### src/design/swm_pkg.sv
package swm_pkg;

	// Default sizes of the block.
	localparam int WINDOW_MAX_DEF  = 64;
	localparam int SAMPLE_BITS_DEF = 32;

	// The window size register.
	localparam int         CFG_W     = 7;
	localparam logic [6:0] CFG_RESET = 7'd1;

	// Per-cycle control that is broadcast to every cell of the chain.
	typedef struct packed {
		logic shift;   // An input transfer happens in this cycle.
		logic restart; // The transferred sample opens a new stream.
	} swm_cell_ctrl_t;

endpackage

### src/design/swm_cell.sv
module swm_cell
	import swm_pkg::*;
#(
	parameter int SAMPLE_BITS = SAMPLE_BITS_DEF
) (
	input  logic                          clk,
	input  swm_cell_ctrl_t                ctrl,
	input  logic signed [SAMPLE_BITS-1:0] sample,
	input  logic signed [SAMPLE_BITS-1:0] prev_max,
	output logic signed [SAMPLE_BITS-1:0] next_max,
	output logic signed [SAMPLE_BITS-1:0] max_q
);

	// Cell k holds the maximum of the last k+1 samples. The new value is the
	// maximum that the neighbor toward the newer samples held, merged with the
	// incoming sample. A new stream drops everything older than the sample.
	always_comb begin
		if (ctrl.restart || (sample > prev_max)) begin
			next_max = sample;
		end else begin
			next_max = prev_max;
		end
	end

	always_ff @(posedge clk) begin
		if (ctrl.shift) begin
			max_q <= next_max;
		end
	end

endmodule

### config.mk
export PLATFORM = sky130hd
export DESIGN_NAME = swm_cell
export DESIGN_NICKNAME = d
export VERILOG_FILES = /design/src/design/swm_pkg.sv /design/src/design/swm_cell.sv
export SDC_FILE = /design/constraint.sdc
export NUM_CORES = 1
export LEC_CHECK = 0
export ABC_AREA = 1
export ABC_CLOCK_PERIOD_IN_PS = 2500
export BUFFER_PORTS_ARGS = -buffer_cell sky130_fd_sc_hd__buf_4
export CAP_MARGIN = 30
export CORE_UTILIZATION = 40
export DETAILED_ROUTE_END_ITERATION = 8
export PLACE_DENSITY = 0.77
export SYNTH_ARGS = -nofsm -noshare
export SYNTH_HDL_FRONTEND = slang
export SYNTH_SLANG_ARGS = --single-unit
### constraint.sdc
create_clock -name clk -period 2.5 [get_ports clk]
set_clock_uncertainty 0.15 [all_clocks]
set_input_delay 0.5 -clock clk [delete_from_list [all_inputs] [get_ports clk]]
set_output_delay 0.5 -clock clk [all_outputs]
set_load 0.1 [all_outputs]
==> flow_summary.yaml, run 1 <==
outcome:
  status: "stopped before the end"
  haltStage: "clock tree synthesis"
  error: "[ERROR DPL-0038] Utilization greater than 100%, impossible to legalize"
clocking:
  post_cts_buffers: 7
  cts-resized-gates: 199
  cts_buffers: 5
  holdBufCountCts: 0
  cts.sinks: 32
  ctsHtreeMaxLevel: 2
  cts.path.max_buffers: 2
  clock-root-buffer: "clkbuf_8"
placed_design:
  gp_congestion: 0.7921
  portBuffers: 130
  hpwl_mm: 7.017
  pre_cts_slack_ps: -750.5
floorplan:
  die_h_um: 78.07
  ios: 131
  initial_core_util_pct: 41.78
  rows: 27
  die_x_um: 78.07
synth:
  yosysUniqueCellTypes: 17
  synth_compound_area_share_pct: 4.432
  syn_area_per_cell_um2: 8.122
  synth_seq_cells: 32
  muxShareOfSynthArea_pct: 0
  syn_area_mm2: 0.002315
  syn_inst: 285
  synth_xor_area_share_pct: 0
  synth_fa_ha_area_share_pct: 17.30
  synth_seq_area_share_pct: 41.51
  synth_fp_nets: 384
  synthSimpleGateAreaFrac_pct: 27.35
  yosysWarnings: 0
  synth_top_family_by_area: "simple AND/OR/NAND/NOR gates"
==> metrics by stage <==
| stage | std cells | area [um2] | setup TNS, ps | hold slack [ps] |
|---|---|---|---|---|
| after floorplan | 285 | 3400 | -4192 | 462.5 |
| after global placement | 537 | 4858 | -22400 | 700.8 |
| after detailed placement | 537 | 4858 | -28570 | 707.3 |
==> cell usage after synthesis <==
library cell | count | share of area (%)
buf_6 | 3 | 1.5
nand4_1 | 2 | 0.54
a21o_1 | 1 | 0.32
nand2_1 | 103 | 17
o21a_1 | 2 | 0.65
a21oi_1 | 14 | 3.0
clkbuf_1 | 3 | 0.49
nand3_1 | 34 | 7.4
nand3_2 | 1 | 0.43
o21ai_0 | 2 | 0.43
nand2_4 | 1 | 0.49
edfxtp_1 | 32 | 42
inv_1 | 42 | 6.8
ha_1 | 32 | 17
nor2_1 | 8 | 1.3
buf_2 | 3 | 0.65
nor2_2 | 2 | 0.54
==> kinds of logic after synthesis <==
logic type,count (synthesis)
AO/OA/AOI/OAI,19
adder cells (fa/ha/maj),32
buffers and inverters,51
flip-flops,32
AND/OR/NAND/NOR,151
==> inputs of run 2 (changes only) <==
--- a/config.mk
+++ b/config.mk
@@ -6,12 +6,12 @@
 export NUM_CORES = 1
 export LEC_CHECK = 0
 export ABC_AREA = 1
-export ABC_CLOCK_PERIOD_IN_PS = 2500
+export ABC_CLOCK_PERIOD_IN_PS = 3200
 export BUFFER_PORTS_ARGS = -buffer_cell sky130_fd_sc_hd__buf_4
 export CAP_MARGIN = 30
-export CORE_UTILIZATION = 40
+export CORE_UTILIZATION = 28
 export DETAILED_ROUTE_END_ITERATION = 8
-export PLACE_DENSITY = 0.77
+export PLACE_DENSITY_LB_ADDON = 0.15
 export SYNTH_ARGS = -nofsm -noshare
 export SYNTH_HDL_FRONTEND = slang
 export SYNTH_SLANG_ARGS = --single-unit
==> constraint.sdc (replaced) <==
create_clock -name clk -period 3.2 [get_ports clk]
set_clock_uncertainty 0.15 [all_clocks]
set_input_delay 0.64 -clock clk [delete_from_list [all_inputs] [get_ports clk]]
set_output_delay 0.64 -clock clk [all_outputs]
set_load 0.1 [all_outputs]
==> flow_summary.yaml, run 2 <==
outcome:
  status: "complete, but fails checks"
  violations: "setup timing"
critical_path:
  worstSetupStartpointType: "input pin"
  path_class: "in2out"
  arrival_ps: 2480
  worstPathMaxFanout: 6
  endpoint_kind: "output pin"
  crit_required_ps: 2410
route:
  first_iter_violations: 39
  dr.pass1.iters: 4
  ant_nets: 0
  routed_wl_mm: 7.771
  drc: 0
  vias: 2516
  wire_per_inst_um: 14.21
  via_per_inst: 4.600
grt:
  antenna_found_initial: 0
  grtUsageTotal_pct: 16.36
  grt_pass1_wl_mm: 11.12
  gr-total-overflow: 0
  grt_max_degree: 34
  grt_pass1_vias: 2413
clocking:
  holdBufCountCts: 0
  cts_tree: "built"
  ctsHtreeMaxLevel: 2
  cts.path.max_buffers: 2
  cts_buffers: 5
  cts.sinks: 32
  path_clk_slew_ps: 80
  clock-root-buffer: "clkbuf_8"
placed_design:
  hpwl_mm: 5.001
  portBuffers: 130
  gp_congestion: 0.6823
synth:
  syn_inst: 285
  yosysWarnings: 0
  synth_edf_count: 32
  yosysMostFrequentCell: "nand2_1"
  synth_xor_area_share_pct: 0
  synth_area_leaders: "edfxtp_1 42%, ha_1 17%, nand2_1 17%, nand3_1 7.4%, inv_1 6.8%"
  synth_seq_cells: 32
  synthSimpleGateAreaFrac_pct: 27.35
  muxShareOfSynthArea_pct: 0
  synth_top_area_share_pct: 41.51
  yosysUniqueCellTypes: 17
  syn_area_mm2: 0.002315
  synth_fa_ha_area_share_pct: 17.30
  synth_commonest_cells: "103 x nand2_1, 42 x inv_1, 34 x nand3_1"
  synth_fp_nets: 384
  synth_top_cell_by_area: "edfxtp_1"
  ys.flop_type: "edfxtp_1"
  synthArstFlopShare_pct: 0
  synth_top_family_by_area: "simple AND/OR/NAND/NOR gates"
  synth_compound_area_share_pct: 4.432
  syn_area_per_cell_um2: 8.122
  synth_seq_area_share_pct: 41.51
pwr:
  total_power_mw: 2.450
  intPower_mw: 1.198
  p_leak_nw: 2.316
  sequentialPowerShare_pct: 21.9
  irDropWorstVdd_uv: 266.9
  combPwrFrac_pct: 65.4
  clockPowerShare_pct: 12.7
  swShare_pct: 51.09
  powerDensity_mw_per_mm2: 493.7
  netSwitchingPower_mw: 1.252
sta:
  rsz0062_at_grt: "yes"
  setup_viol: 32
  finalCritPeriodShare_pct: 102.3
  tightestPinTransition_ps: 466.2
  hold_viol: 0
  setup_ws_ps: -72.79
  relSlewSlack_pct: 68.92
  max_freq_mhz: 305.5
  report.final.slew_viol_count: 0
  hold_ws_ps: 511.1
  period_minus_slack_ps: 3273
floorplan:
  die_h_um: 92.92
  die_area_mm2: 0.008634
  die_x_um: 92.92
  rows: 32
  initial_core_util_pct: 29.50
  core-area_mm2: 0.007848
  ios: 131
layout:
  largest_register: "max_q"
  diodes: 0
  reg_top3: "max_q (32)"
  fin_nets: 543
  fillers: 639
  area_growth_syn_to_layout_pct: 114.4
  final_common_cell: "buf_4"
  fin_util_pct: 63.23
  largest_reg_flops: 32
  final_cell_mix: "111 x buf_4, 40 x nand2_2, 37 x nand2_4, 36 x buf_12, 33 x nand3_1"
  drive_gt1_share_pct: 67.87
hold_path:
  worstHoldPathType: "in2reg"
flow_run:
  cap_violations: 0
==> run 2: repair_timing <==
item / CTS / global route
cloned: 0 / 2
endpoints found under the setup margin: 32 / 32
hold endpoints to repair: 0 / 0
pin swaps: 23 / 40
buffers inserted: 0 / 12
gates resized for setup: 147 / 113
==> run 2: cells by family after synthesis <==
logic type | Yosys count
AO/OA/AOI/OAI | 19
adder cells (fa/ha/maj) | 32
buffers and inverters | 51
flip-flops | 32
AND/OR/NAND/NOR | 151
==> run 2: power groups by stage <==
| stage | sequential (mW) | clock, mW | combinational, mW |
|---|---|---|---|
| 4_1_cts | 0.536 | 0.329 | 1.45 |
| 3_5_place_dp | 0.545 | 0 | 1.25 |
| 2_1_floorplan | 0.896 | 0 | 0.582 |
| 3_3_place_gp | 0.544 | 0 | 1.24 |
| 5_1_grt | 0.541 | 0.337 | 1.67 |
| 6_report | 0.535 | 0.312 | 1.60 |
==> run 2: critical path, stage by stage <==
cell and delay [ps]:
buf_4 120, ha_1 320, a21oi_2 140, o21a_1 110, nand2_1 80, a21oi_4 150, nand2_2 70, nand2_2 70
nand3_4 130, nand2_8 140, clkbuf_16 180, nand2_2 50, nand2_2 90, buf_12 180
==> run 2: path summary, 6_finish.rpt <==
check             cells past startpoint  startpoint           to
hold / removal                        3  sample[20]    max_q[20]
setup / recovery                     14  sample[29]  next_max[7]
==> run 2: stage by stage <==
| stage | instance area, um2 | setup TNS, ps | setup slack [ps] | cells |
|---|---|---|---|---|
| floorplan | 2395 | 0 | 73.99 | 285 |
| global placement | 3616 | -7189 | -237.8 | 525 |
| detailed placement | 3616 | -7516 | -249.3 | 525 |
| CTS | 4348 | -797.9 | -39.85 | 533 |
| global route | 4962 | -5534 | -197.5 | 547 |
| finish | 4962 | -1234 | -72.79 | 547 |
==> run 2: area by class of cell <==
| class | instances | area, um2 | share of cell area, % |
|---|---|---|---|
| multi-input cells | 202 | 1864 | 37.57 |
| flip-flops and latches | 32 | 960.9 | 19.36 |
| inverters | 42 | 172.7 | 3.480 |
| clock inverters | 3 | 13.76 | 0.2774 |
| repair buffers | 161 | 1754 | 35.35 |
| clock buffers | 5 | 68.82 | 1.387 |
| well taps | 102 | 127.6 | 2.572 |
==> run 2: routing by layer <==
metal  global-route usage (%)  wire, um
met1                    18.46      3003
met2                    30.88      4320
met3                    3.366       374
met4                    4.231        73
met5                        0         0
No activity file was read; power rests on OpenSTA's default activity.
